==> src/design/lfps_pkg.sv <==
// Shared types, constants and lookup functions for the line-follow PWM steering core.
package lfps_pkg;

  // Configuration register indexes.
  localparam logic [1:0] REG_PWM_PERIOD = 2'd0;
  localparam logic [1:0] REG_BASE_SPEED = 2'd1;

  // Register reset values.
  localparam logic [15:0] PWM_PERIOD_RESET = 16'd533;
  localparam logic [6:0]  BASE_SPEED_RESET = 7'd50;

  // Speed magnitude limits and lamp count that forces a stop.
  localparam logic [6:0] SPEED_MIN  = 7'd5;
  localparam logic [6:0] SPEED_MAX  = 7'd100;
  localparam logic [3:0] STOP_ZEROS = 4'd5;

  // Compare is floor(period * (OFFSET_BASE + t) / 250). The product is halved
  // and then divided by DIV_LO through a reciprocal multiply and one fixup.
  localparam logic [7:0]  OFFSET_BASE = 8'd150;
  localparam logic [6:0]  DIV_LO      = 7'd125;
  localparam logic [17:0] RECIP       = 18'd134217;   // floor(2^24 / 125)
  localparam int          RECIP_SHIFT = 24;

  // Per-wheel command leaving the steering stage.
  typedef struct packed {
    logic [6:0] mag;   // clamped magnitude, 5..100
    logic       pos;   // speed above zero
    logic       neg;   // speed below zero
  } wheel_cmd_t;

  // Load enables for the stages inside the wheel compare pipeline.
  typedef struct packed {
    logic ld2;
    logic ld3;
    logic ld4;
  } stage_en_t;

  // Left wheel offset for the lowest lamp that is off.
  function automatic logic signed [8:0] left_offset(input logic [2:0] idx);
    logic signed [8:0] o;
    begin
      case (idx)
        3'd0: o = 9'sd60;
        3'd1: o = 9'sd40;
        3'd2: o = 9'sd30;
        3'd3: o = 9'sd0;
        3'd4: o = -9'sd30;
        3'd5: o = -9'sd70;
        default: o = -9'sd120;
      endcase
      return o;
    end
  endfunction

  // Right wheel offset for the lowest lamp that is off.
  function automatic logic signed [8:0] right_offset(input logic [2:0] idx);
    logic signed [8:0] o;
    begin
      case (idx)
        3'd0: o = -9'sd120;
        3'd1: o = -9'sd70;
        3'd2: o = -9'sd30;
        3'd3: o = 9'sd0;
        3'd4: o = 9'sd30;
        3'd5: o = 9'sd40;
        default: o = 9'sd60;
      endcase
      return o;
    end
  endfunction

endpackage

==> src/design/lfps_if.sv <==
// Valid/ready channel interfaces for sensor samples and PWM drive words.

interface lfps_in_if;
  logic       valid;
  logic       ready;
  logic [7:0] sensor_bits;

  modport source (output valid, output sensor_bits, input ready);
  modport sink (input valid, input sensor_bits, output ready);
endinterface

interface lfps_out_if;
  logic        valid;
  logic        ready;
  logic        stop_now;
  logic [15:0] left_forward_compare;
  logic [15:0] left_reverse_compare;
  logic        left_forward_invert;
  logic        left_reverse_invert;
  logic [15:0] right_forward_compare;
  logic [15:0] right_reverse_compare;
  logic        right_forward_invert;
  logic        right_reverse_invert;

  modport source (
    output valid, output stop_now,
    output left_forward_compare, output left_reverse_compare,
    output left_forward_invert, output left_reverse_invert,
    output right_forward_compare, output right_reverse_compare,
    output right_forward_invert, output right_reverse_invert,
    input ready
  );
  modport sink (
    input valid, input stop_now,
    input left_forward_compare, input left_reverse_compare,
    input left_forward_invert, input left_reverse_invert,
    input right_forward_compare, input right_reverse_compare,
    input right_forward_invert, input right_reverse_invert,
    output ready
  );
endinterface

==> src/design/lfps_steer.sv <==
// First stage: lamp decode, stop detect and signed wheel speed per side.
module lfps_steer (
  input  logic                clk,
  input  logic                ld,
  input  logic [7:0]          sensor_bits,
  input  logic [6:0]          base_speed,
  output logic                stop,
  output lfps_pkg::wheel_cmd_t left_cmd,
  output lfps_pkg::wheel_cmd_t right_cmd
);

  logic [3:0]           zeros;
  logic [2:0]           lowest;
  logic                 any_off;
  logic                 stop_c;
  logic signed [8:0]    left_speed;
  logic signed [8:0]    right_speed;
  lfps_pkg::wheel_cmd_t left_c;
  lfps_pkg::wheel_cmd_t right_c;

  // Turn a signed speed into a clamped magnitude and a direction.
  function automatic lfps_pkg::wheel_cmd_t to_cmd(input logic signed [8:0] s);
    lfps_pkg::wheel_cmd_t c;
    logic [8:0]           mag;
    begin
      mag   = s[8] ? 9'(-s) : 9'(s);
      c.pos = !s[8] && (s != 9'sd0);
      c.neg = s[8];
      if (s == 9'sd0) begin
        c.mag = lfps_pkg::SPEED_MAX;
      end else if (mag > 9'(lfps_pkg::SPEED_MAX)) begin
        c.mag = lfps_pkg::SPEED_MAX;
      end else if (mag < 9'(lfps_pkg::SPEED_MIN)) begin
        c.mag = lfps_pkg::SPEED_MIN;
      end else begin
        c.mag = mag[6:0];
      end
      return c;
    end
  endfunction

  // Count dark lamps and find the lowest one.
  always_comb begin
    zeros   = 4'd0;
    lowest  = 3'd0;
    any_off = 1'b0;
    for (int i = 0; i < 8; i++) begin
      zeros = zeros + {3'd0, ~sensor_bits[i]};
    end
    for (int i = 7; i >= 0; i--) begin
      if (!sensor_bits[i]) begin
        lowest  = 3'(i);
        any_off = 1'b1;
      end
    end
  end

  // Wheel speeds: stop, straight at base speed, or base plus a steering offset.
  always_comb begin
    stop_c = (zeros >= lfps_pkg::STOP_ZEROS);
    if (stop_c) begin
      left_speed  = 9'sd0;
      right_speed = 9'sd0;
    end else if (any_off) begin
      left_speed  = $signed({2'b00, base_speed}) + lfps_pkg::left_offset(lowest);
      right_speed = $signed({2'b00, base_speed}) + lfps_pkg::right_offset(lowest);
    end else begin
      left_speed  = $signed({2'b00, base_speed});
      right_speed = $signed({2'b00, base_speed});
    end
    left_c  = to_cmd(left_speed);
    right_c = to_cmd(right_speed);
  end

  // Stage register.
  always_ff @(posedge clk) begin
    if (ld) begin
      stop      <= stop_c;
      left_cmd  <= left_c;
      right_cmd <= right_c;
    end
  end

endmodule

==> src/design/lfps_wheel.sv <==
// Stages two to four for one wheel: scale by period, divide by 250, map channels.
module lfps_wheel (
  input  logic                 clk,
  input  lfps_pkg::stage_en_t  en,
  input  lfps_pkg::wheel_cmd_t cmd,
  input  logic [15:0]          pwm_period,
  output logic [15:0]          forward_compare,
  output logic [15:0]          reverse_compare,
  output logic                 forward_invert,
  output logic                 reverse_invert
);

  // Stage two holds half of period * (150 + t).
  logic [22:0] half2;
  logic        pos2;
  logic        neg2;
  // Stage three holds the quotient estimate and the dividend.
  logic [22:0] half3;
  logic [16:0] est3;
  logic        pos3;
  logic        neg3;

  logic [23:0] scaled;
  logic [40:0] recip_prod;
  logic [22:0] rem;
  logic [16:0] quot;
  logic [15:0] fwd_raw;
  logic [15:0] rev_raw;

  // Period times the table step.
  assign scaled = 24'(pwm_period) * 24'(lfps_pkg::OFFSET_BASE + {1'b0, cmd.mag});

  always_ff @(posedge clk) begin
    if (en.ld2) begin
      half2 <= scaled[23:1];
      pos2  <= cmd.pos;
      neg2  <= cmd.neg;
    end
  end

  // Reciprocal multiply; the estimate is the quotient or one below it.
  assign recip_prod = 41'(half2) * 41'(lfps_pkg::RECIP);

  always_ff @(posedge clk) begin
    if (en.ld3) begin
      half3 <= half2;
      est3  <= recip_prod[40:lfps_pkg::RECIP_SHIFT];
      pos3  <= pos2;
      neg3  <= neg2;
    end
  end

  // Remainder check fixes the estimate, then the channels are assigned.
  always_comb begin
    rem     = half3 - 23'(est3) * 23'(lfps_pkg::DIV_LO);
    quot    = (rem >= 23'(lfps_pkg::DIV_LO)) ? est3 + 17'd1 : est3;
    fwd_raw = neg3 ? 16'd0 : quot[15:0];
    rev_raw = pos3 ? 16'd0 : quot[15:0];
  end

  // A zero compare becomes the period with the channel held idle.
  always_ff @(posedge clk) begin
    if (en.ld4) begin
      forward_invert  <= (fwd_raw == 16'd0);
      reverse_invert  <= (rev_raw == 16'd0);
      forward_compare <= (fwd_raw == 16'd0) ? pwm_period : fwd_raw;
      reverse_compare <= (rev_raw == 16'd0) ? pwm_period : rev_raw;
    end
  end

endmodule

==> src/design/line_follow_pwm_steering_core.sv <==
// An accepted sample's drive word shows after it passes all four register stages.
// Throughput: one sample per cycle when nothing stalls; four register stages
// (decode, period scale, reciprocal multiply, fixup and channel map) each hold
// one word, a full stage holds its word while the next one stalls, and an empty
// stage always loads.
// Reset (rst, synchronous): clears all stage valid bits and loads pwm_period 533
// and base_speed 50.
module line_follow_pwm_steering_core (
  input  logic        clk,
  input  logic        rst,
  input  logic        cfg_we,
  input  logic [1:0]  cfg_index,
  input  logic [15:0] cfg_data,
  lfps_in_if.sink     sample,
  lfps_out_if.source  drive
);

  logic [15:0] pwm_period;
  logic [6:0]  base_speed;

  logic v1, v2, v3, v4;
  logic rdy1, rdy2, rdy3, rdy4;
  logic stop1, stop2, stop3, stop4;

  lfps_pkg::wheel_cmd_t left_cmd;
  lfps_pkg::wheel_cmd_t right_cmd;
  lfps_pkg::stage_en_t  en;

  // Configuration registers.
  always_ff @(posedge clk) begin
    if (rst) begin
      pwm_period <= lfps_pkg::PWM_PERIOD_RESET;
      base_speed <= lfps_pkg::BASE_SPEED_RESET;
    end else if (cfg_we) begin
      case (cfg_index)
        lfps_pkg::REG_PWM_PERIOD: pwm_period <= cfg_data;
        lfps_pkg::REG_BASE_SPEED: base_speed <= cfg_data[6:0];
        default: ;
      endcase
    end
  end

  // A stage loads when it is empty or its word moves on.
  assign rdy4 = !v4 || drive.ready;
  assign rdy3 = !v3 || rdy4;
  assign rdy2 = !v2 || rdy3;
  assign rdy1 = !v1 || rdy2;
  assign sample.ready = rdy1;

  assign en.ld2 = rdy2;
  assign en.ld3 = rdy3;
  assign en.ld4 = rdy4;

  // Valid bits travel with the words.
  always_ff @(posedge clk) begin
    if (rst) begin
      v1 <= 1'b0;
      v2 <= 1'b0;
      v3 <= 1'b0;
      v4 <= 1'b0;
    end else begin
      if (rdy1) v1 <= sample.valid;
      if (rdy2) v2 <= v1;
      if (rdy3) v3 <= v2;
      if (rdy4) v4 <= v3;
    end
  end

  // Stop flag follows the wheel pipeline.
  always_ff @(posedge clk) begin
    if (rdy2) stop2 <= stop1;
    if (rdy3) stop3 <= stop2;
    if (rdy4) stop4 <= stop3;
  end

  lfps_steer u_steer (
    .clk         (clk),
    .ld          (rdy1),
    .sensor_bits (sample.sensor_bits),
    .base_speed  (base_speed),
    .stop        (stop1),
    .left_cmd    (left_cmd),
    .right_cmd   (right_cmd)
  );

  lfps_wheel u_left (
    .clk             (clk),
    .en              (en),
    .cmd             (left_cmd),
    .pwm_period      (pwm_period),
    .forward_compare (drive.left_forward_compare),
    .reverse_compare (drive.left_reverse_compare),
    .forward_invert  (drive.left_forward_invert),
    .reverse_invert  (drive.left_reverse_invert)
  );

  lfps_wheel u_right (
    .clk             (clk),
    .en              (en),
    .cmd             (right_cmd),
    .pwm_period      (pwm_period),
    .forward_compare (drive.right_forward_compare),
    .reverse_compare (drive.right_reverse_compare),
    .forward_invert  (drive.right_forward_invert),
    .reverse_invert  (drive.right_reverse_invert)
  );

  assign drive.valid    = v4;
  assign drive.stop_now = stop4;

  // An accepted sample always lands in the first stage.
  a_accept_fills: assert property (@(posedge clk) disable iff (rst)
    sample.valid && sample.ready |=> v1)
    else $error("accepted sample did not enter the first stage");

  // A stop brakes both channels of both wheels with equal compares.
  a_stop_brakes: assert property (@(posedge clk) disable iff (rst)
    drive.valid && drive.stop_now |->
      drive.left_forward_compare == drive.left_reverse_compare &&
      drive.right_forward_compare == drive.right_reverse_compare)
    else $error("stop word does not brake both wheels");

  // Either one channel idles or the wheel brakes.
  a_one_side_idle: assert property (@(posedge clk) disable iff (rst)
    drive.valid |->
      (drive.left_forward_invert || drive.left_reverse_invert ||
       drive.left_forward_compare == drive.left_reverse_compare) &&
      (drive.right_forward_invert || drive.right_reverse_invert ||
       drive.right_forward_compare == drive.right_reverse_compare))
    else $error("both channels of a wheel driven with different compares");

  // No compare exceeds the timer top.
  a_compare_in_range: assert property (@(posedge clk) disable iff (rst)
    drive.valid |->
      drive.left_forward_compare <= pwm_period &&
      drive.left_reverse_compare <= pwm_period &&
      drive.right_forward_compare <= pwm_period &&
      drive.right_reverse_compare <= pwm_period)
    else $error("compare above pwm period");

endmodule

==> src/flat_wrapper.sv <==
// flat-port wrapper written by rule: the top's interface ports become plain ports
module line_follow_pwm_steering_core_flat 
  (clk, rst, cfg_we, cfg_index, cfg_data, sample_valid, sample_sensor_bits, sample_ready, drive_valid, drive_stop_now, drive_left_forward_compare, drive_left_reverse_compare, drive_left_forward_invert, drive_left_reverse_invert, drive_right_forward_compare, drive_right_reverse_compare, drive_right_forward_invert, drive_right_reverse_invert, drive_ready);
  lfps_in_if sample_i ();
  lfps_out_if drive_i ();
  input  logic clk;
  input  logic rst;
  input  logic cfg_we;
  input  logic [1:0] cfg_index;
  input  logic [15:0] cfg_data;
  input wire logic [$bits(sample_i.valid)-1:0] sample_valid;
  input wire logic [$bits(sample_i.sensor_bits)-1:0] sample_sensor_bits;
  output wire logic [$bits(sample_i.ready)-1:0] sample_ready;
  output wire logic [$bits(drive_i.valid)-1:0] drive_valid;
  output wire logic [$bits(drive_i.stop_now)-1:0] drive_stop_now;
  output wire logic [$bits(drive_i.left_forward_compare)-1:0] drive_left_forward_compare;
  output wire logic [$bits(drive_i.left_reverse_compare)-1:0] drive_left_reverse_compare;
  output wire logic [$bits(drive_i.left_forward_invert)-1:0] drive_left_forward_invert;
  output wire logic [$bits(drive_i.left_reverse_invert)-1:0] drive_left_reverse_invert;
  output wire logic [$bits(drive_i.right_forward_compare)-1:0] drive_right_forward_compare;
  output wire logic [$bits(drive_i.right_reverse_compare)-1:0] drive_right_reverse_compare;
  output wire logic [$bits(drive_i.right_forward_invert)-1:0] drive_right_forward_invert;
  output wire logic [$bits(drive_i.right_reverse_invert)-1:0] drive_right_reverse_invert;
  input wire logic [$bits(drive_i.ready)-1:0] drive_ready;
  assign sample_i.valid = sample_valid;
  assign sample_i.sensor_bits = sample_sensor_bits;
  assign sample_ready = sample_i.ready;
  assign drive_valid = drive_i.valid;
  assign drive_stop_now = drive_i.stop_now;
  assign drive_left_forward_compare = drive_i.left_forward_compare;
  assign drive_left_reverse_compare = drive_i.left_reverse_compare;
  assign drive_left_forward_invert = drive_i.left_forward_invert;
  assign drive_left_reverse_invert = drive_i.left_reverse_invert;
  assign drive_right_forward_compare = drive_i.right_forward_compare;
  assign drive_right_reverse_compare = drive_i.right_reverse_compare;
  assign drive_right_forward_invert = drive_i.right_forward_invert;
  assign drive_right_reverse_invert = drive_i.right_reverse_invert;
  assign drive_i.ready = drive_ready;
  line_follow_pwm_steering_core u_core (.clk(clk), .rst(rst), .cfg_we(cfg_we), .cfg_index(cfg_index), .cfg_data(cfg_data), .sample(sample_i), .drive(drive_i));
endmodule
==> config.mk <==
export PLATFORM = sky130hd
export DESIGN_NAME = line_follow_pwm_steering_core_flat
export DESIGN_NICKNAME = d
export VERILOG_FILES = /design/src/design/lfps_pkg.sv /design/src/design/lfps_if.sv /design/src/design/lfps_steer.sv /design/src/design/lfps_wheel.sv /design/src/design/line_follow_pwm_steering_core.sv /design/src/flat_wrapper.sv
export SDC_FILE = /design/constraint.sdc
export NUM_CORES = 2
export LEC_CHECK = 0
export BUFFER_PORTS_ARGS = -buffer_cell sky130_fd_sc_hd__buf_2
export CAP_MARGIN = 10
export CORE_MARGIN = 2
export CORE_UTILIZATION = 43
export DETAILED_ROUTE_END_ITERATION = 8
export GPL_TIMING_DRIVEN = 0
export HOLD_SLACK_MARGIN = 0.06
export SYNTH_ARGS = -nofsm -noshare
export SYNTH_HDL_FRONTEND = slang
export SYNTH_HIERARCHICAL = 1
export SYNTH_SLANG_ARGS = --single-unit
==> constraint.sdc <==
create_clock -name clk -period 6.5 [get_ports clk]
set_input_delay 0 -clock clk [delete_from_list [all_inputs] [get_ports clk]]
set_output_delay 0 -clock clk [all_outputs]
set_load 0.02 [all_outputs]
==> impl_metrics.env <==
export IMPL_run_status="complete, but fails checks"
export IMPL_failed_checks="negative setup slack"
export IMPL_worst_r2r_endpoint="u_core/u_left/forward_compare[0]"
export IMPL_core_sq_um=89900
export IMPL_maxCapViolCount=0
export IMPL_rsz0062_at_grt="true"
export IMPL_hpwl_um=77700
export IMPL_fin_nets=5509
export IMPL_place_inst=5272
export IMPL_crit_type="reg2reg"
export IMPL_cts_sinks=251
export IMPL_worstHoldPathType="in2reg"
export IMPL_syn_cell_area_sq_um=38900
export IMPL_min_path_cells=3
export IMPL_drc=0
export IMPL_vias_per_cell=5.18
export IMPL_avgSynthCellArea_sq_um=9.76
export IMPL_hold_viol_final=0
export IMPL_async_reset_ff_share_pct=0
export IMPL_hold_start="drive_ready"
export IMPL_initial_core_util_pct=43.3
export IMPL_path_cells="clkinvlp_4 -> buf_4 -> fa_1 -> fa_1 -> inv_1 -> fa_1 -> fa_1 -> inv_1 -> ha_1 -> nor2_1 -> a211o_1 -> a211oi_2 -> o2111ai_2 -> a211o_1 -> nor4_4 -> nand4_4 -> o21bai_4 -> mux2_4 -> o41ai_4 -> buf_4 -> o2bb2ai_2"
export IMPL_die_area_sq_um=92900
export IMPL_finalNonFillerCells=5579
export IMPL_tightest_slew_ps=1050
export IMPL_synth_edf_count=224
export IMPL_max_clock_path_buffers=3
export IMPL_holdPathEnd="u_core/drive.valid"
export IMPL_rr_worst_depth=21
export IMPL_grt_antenna_before_repair=3
export IMPL_nFillCells=8167
export IMPL_cts_max_level=1
export IMPL_synthFlopType="edfxtp_1"
export IMPL_io_pins=102
export IMPL_drt_iter0_drc=1839
export IMPL_synth_seq_area_share_pct=18.7
export IMPL_min_period_ps=6580
export IMPL_grt_overflow_total=0
export IMPL_rows=110
export IMPL_setup_tns_ps=-966
export IMPL_cts_tree="done"
export IMPL_cp_max_fo=7
export IMPL_finalSetupViolations=17
export IMPL_routabilityCongestion=0.903
export IMPL_place_area_sq_um=41000
export IMPL_syn_nets=5115
export IMPL_num_antenna_cells=0
export IMPL_drive_gt1_share_pct=15.4
export IMPL_die_h_um=305
export IMPL_ys_warn_count=6
export IMPL_grt_max_degree=38
export IMPL_crit_reg2reg_launch="u_core/u_left/est3[10]"
export IMPL_cp_slowest_stage_delay_ps=540
export IMPL_area_delta_synth_final_pct=17.7
export IMPL_slew_viol_final=0
export IMPL_port_buffers=100
export IMPL_cpMaxStageDelayCell="fa_1"
export IMPL_avgRoutedWirePerCell_um=17.9
export IMPL_cp_end_kind="register"
export IMPL_reg2reg_slack_ps=-80
export IMPL_fin_crit_sh_pct=101
export IMPL_layout_setup_ws_ps=-77.8
export IMPL_clk_latency_ps=610
export IMPL_dr_pass1_iters=7
export IMPL_numCtsBuffers=30
export IMPL_final_cell_area_sq_um=45800
export IMPL_path_common_cell="fa_1"
export IMPL_cts_root_buffer="clkbuf_16"
export IMPL_grt_pass1_vias=29300
export IMPL_die_x_um=305
export IMPL_cp_required_ps=6950
export IMPL_num_vias=28900
export IMPL_syn_inst=3987
export IMPL_fin_skew_ps=25.7
export IMPL_slew_headroom_pct=30.0
export IMPL_clk_pin_slew_ps=60
export IMPL_ys_seq_elements=251
export IMPL_fmax_mhz=152
export IMPL_grt_total_usage_pct=21.4
export IMPL_arrival_ps=7030
export IMPL_grt_pass1_wl_um=158000
export IMPL_netlist_cell_type_count=116
export IMPL_detail_route_antenna_nets=0
export IMPL_drt_wl_total_um=99700
export IMPL_worst_setup_path_start_kind="register"
state kept, by name, summed over array words and instances, names as in the netlist, 9 cells and up:
signal,cells
u_core/u_left/half2,23
u_core/u_left/half3,23
u_core/u_right/half2,23
u_core/u_right/half3,23
u_core/u_left/est3,17
u_core/u_right/est3,17
u_core/pwm_period,16
u_core/u_left/forward_compare,16
u_core/u_left/reverse_compare,16
u_core/u_right/forward_compare,16
u_core/u_right/reverse_compare,16
u_core/u_steer/left_cmd,9
u_core/u_steer/right_cmd,9
layout by cell type (no fill, tap or decap), drive strengths merged, types with 23 or more instances in the layout:
cell / n
a31oi: 24
clkbuf: 93
edfxtp: 224
buf: 351
dlygate4sd3: 51
clkinvlp: 23
nand2: 314
nand3: 58
and3: 23
and2: 126
nand2b: 86
nor3: 54
a21o: 38
nor2b: 30
o221ai: 26
nor2: 156
inv: 832
a211oi: 29
o21ai: 102
xnor2: 106
ha: 605
dfxtp: 27
xor2: 30
fa: 492
a21oi: 113
nor4: 25
mux2i: 40
cells by family (layout without fill, tap and decap cells):
group,after synthesis,after routing,share of synthesized area [%]
multiplexers,45,45,1.19
XOR/XNOR,137,137,3.16
buffers and inverters,951,1367,9.39
flip-flops,251,251,18.7
AO/OA/AOI/OAI,542,542,10.1
adder cells (fa/ha/maj),1097,1097,44.8
AND/OR/NAND/NOR,964,964,12.7
cell usage after synthesis, types with 38 or more instances:
master / count / area, sq um
edfxtp_1: 224 / 6730
o21ai_0: 83 / 415
xnor2_1: 104 / 911
a21o_1: 38 / 285
clkbuf_1: 74 / 278
and2_1: 125 / 782
mux2i_1: 39 / 390
nor3_1: 53 / 265
nand2b_1: 86 / 538
inv_1: 848 / 3180
ha_1: 605 / 7570
nand2_1: 312 / 1170
fa_1: 492 / 9850
nand3_1: 57 / 285
nor2_1: 154 / 578
a21oi_1: 112 / 561
how the worst max path moves through the flow:
| stage | startpoint | slack, ps | depth (start not counted) | end |
|---|---|---|---|---|
| after floorplan | u_core/u_left/est3[0] | 30 | 21 | u_core/u_left/reverse_compare[0] |
| final | u_core/u_left/est3[10] | -80 | 21 | u_core/u_left/forward_compare[0] |
| after detailed placement | u_core/u_left/est3[2] | -1230 | 21 | u_core/u_left/reverse_compare[4] |
| after global placement | u_core/u_left/est3[2] | -1240 | 21 | u_core/u_left/reverse_compare[4] |
| after CTS | u_core/u_right/est3[2] | -20 | 25 | u_core/u_right/reverse_compare[13] |
| after global routing | u_core/u_left/est3[2] | -290 | 22 | u_core/u_left/forward_compare[0] |
layout make-up:
class                   instances  area, sq um  area share, %
multi-input cells            2785        29400           64.2
flip-flops and latches        251         7270           15.9
inverters                     851         3270           7.13
repair buffers                370         2860           6.24
well taps                    1176         1470           3.21
clock buffers                  33          762           1.66
plain buffers                  92          534           1.17
clock inverters                21          243          0.530
layer usage:
layer / wire, um / GRT usage (%)
met1: 45200 / 29.6
met2: 46200 / 35.1
met3: 5630 / 3.13
met4: 2620 / 5.56
met5: 13 / 0
per-stage QoR:
step           worst slack (ps)  util [%]  hold slack (ps)
2_1_floorplan              31.6         -              117
3_3_place_gp              -1240      45.5              211
3_5_place_dp              -1230      45.6              229
4_1_cts                   -17.1      49.0              102
5_1_grt                    -288      51.0              159
6_report                  -77.8      51.0              132
what timing repair did:
| item | in CTS | in global routing |
|---|---|---|
| gates resized for setup | 127 | 246 |
| pin swaps | 23 | 80 |
| gates cloned | 3 | 1 |
| setup endpoints to repair | 93 | 83 |
| hold buffers | 51 | 0 |
| buffers inserted | 115 | 92 |
| endpoints found under the hold margin | 27 | 0 |
critical path: cells and delay by family, from the launching register on:
| family | cells | cell delay (ps) |
|---|---|---|
| buffers and inverters | 5 | 710 |
| and+or+nand+nor | 3 | 670 |
| AOI/OAI and AO/OA | 7 | 1840 |
| DFF | 1 | 430 |
| adders and majority gates | 5 | 2390 |
| muxes | 1 | 350 |
Power is left out: the tool's default activity adds up to more than one toggle a clock period on the data nets, which glitch-free logic cannot reach.
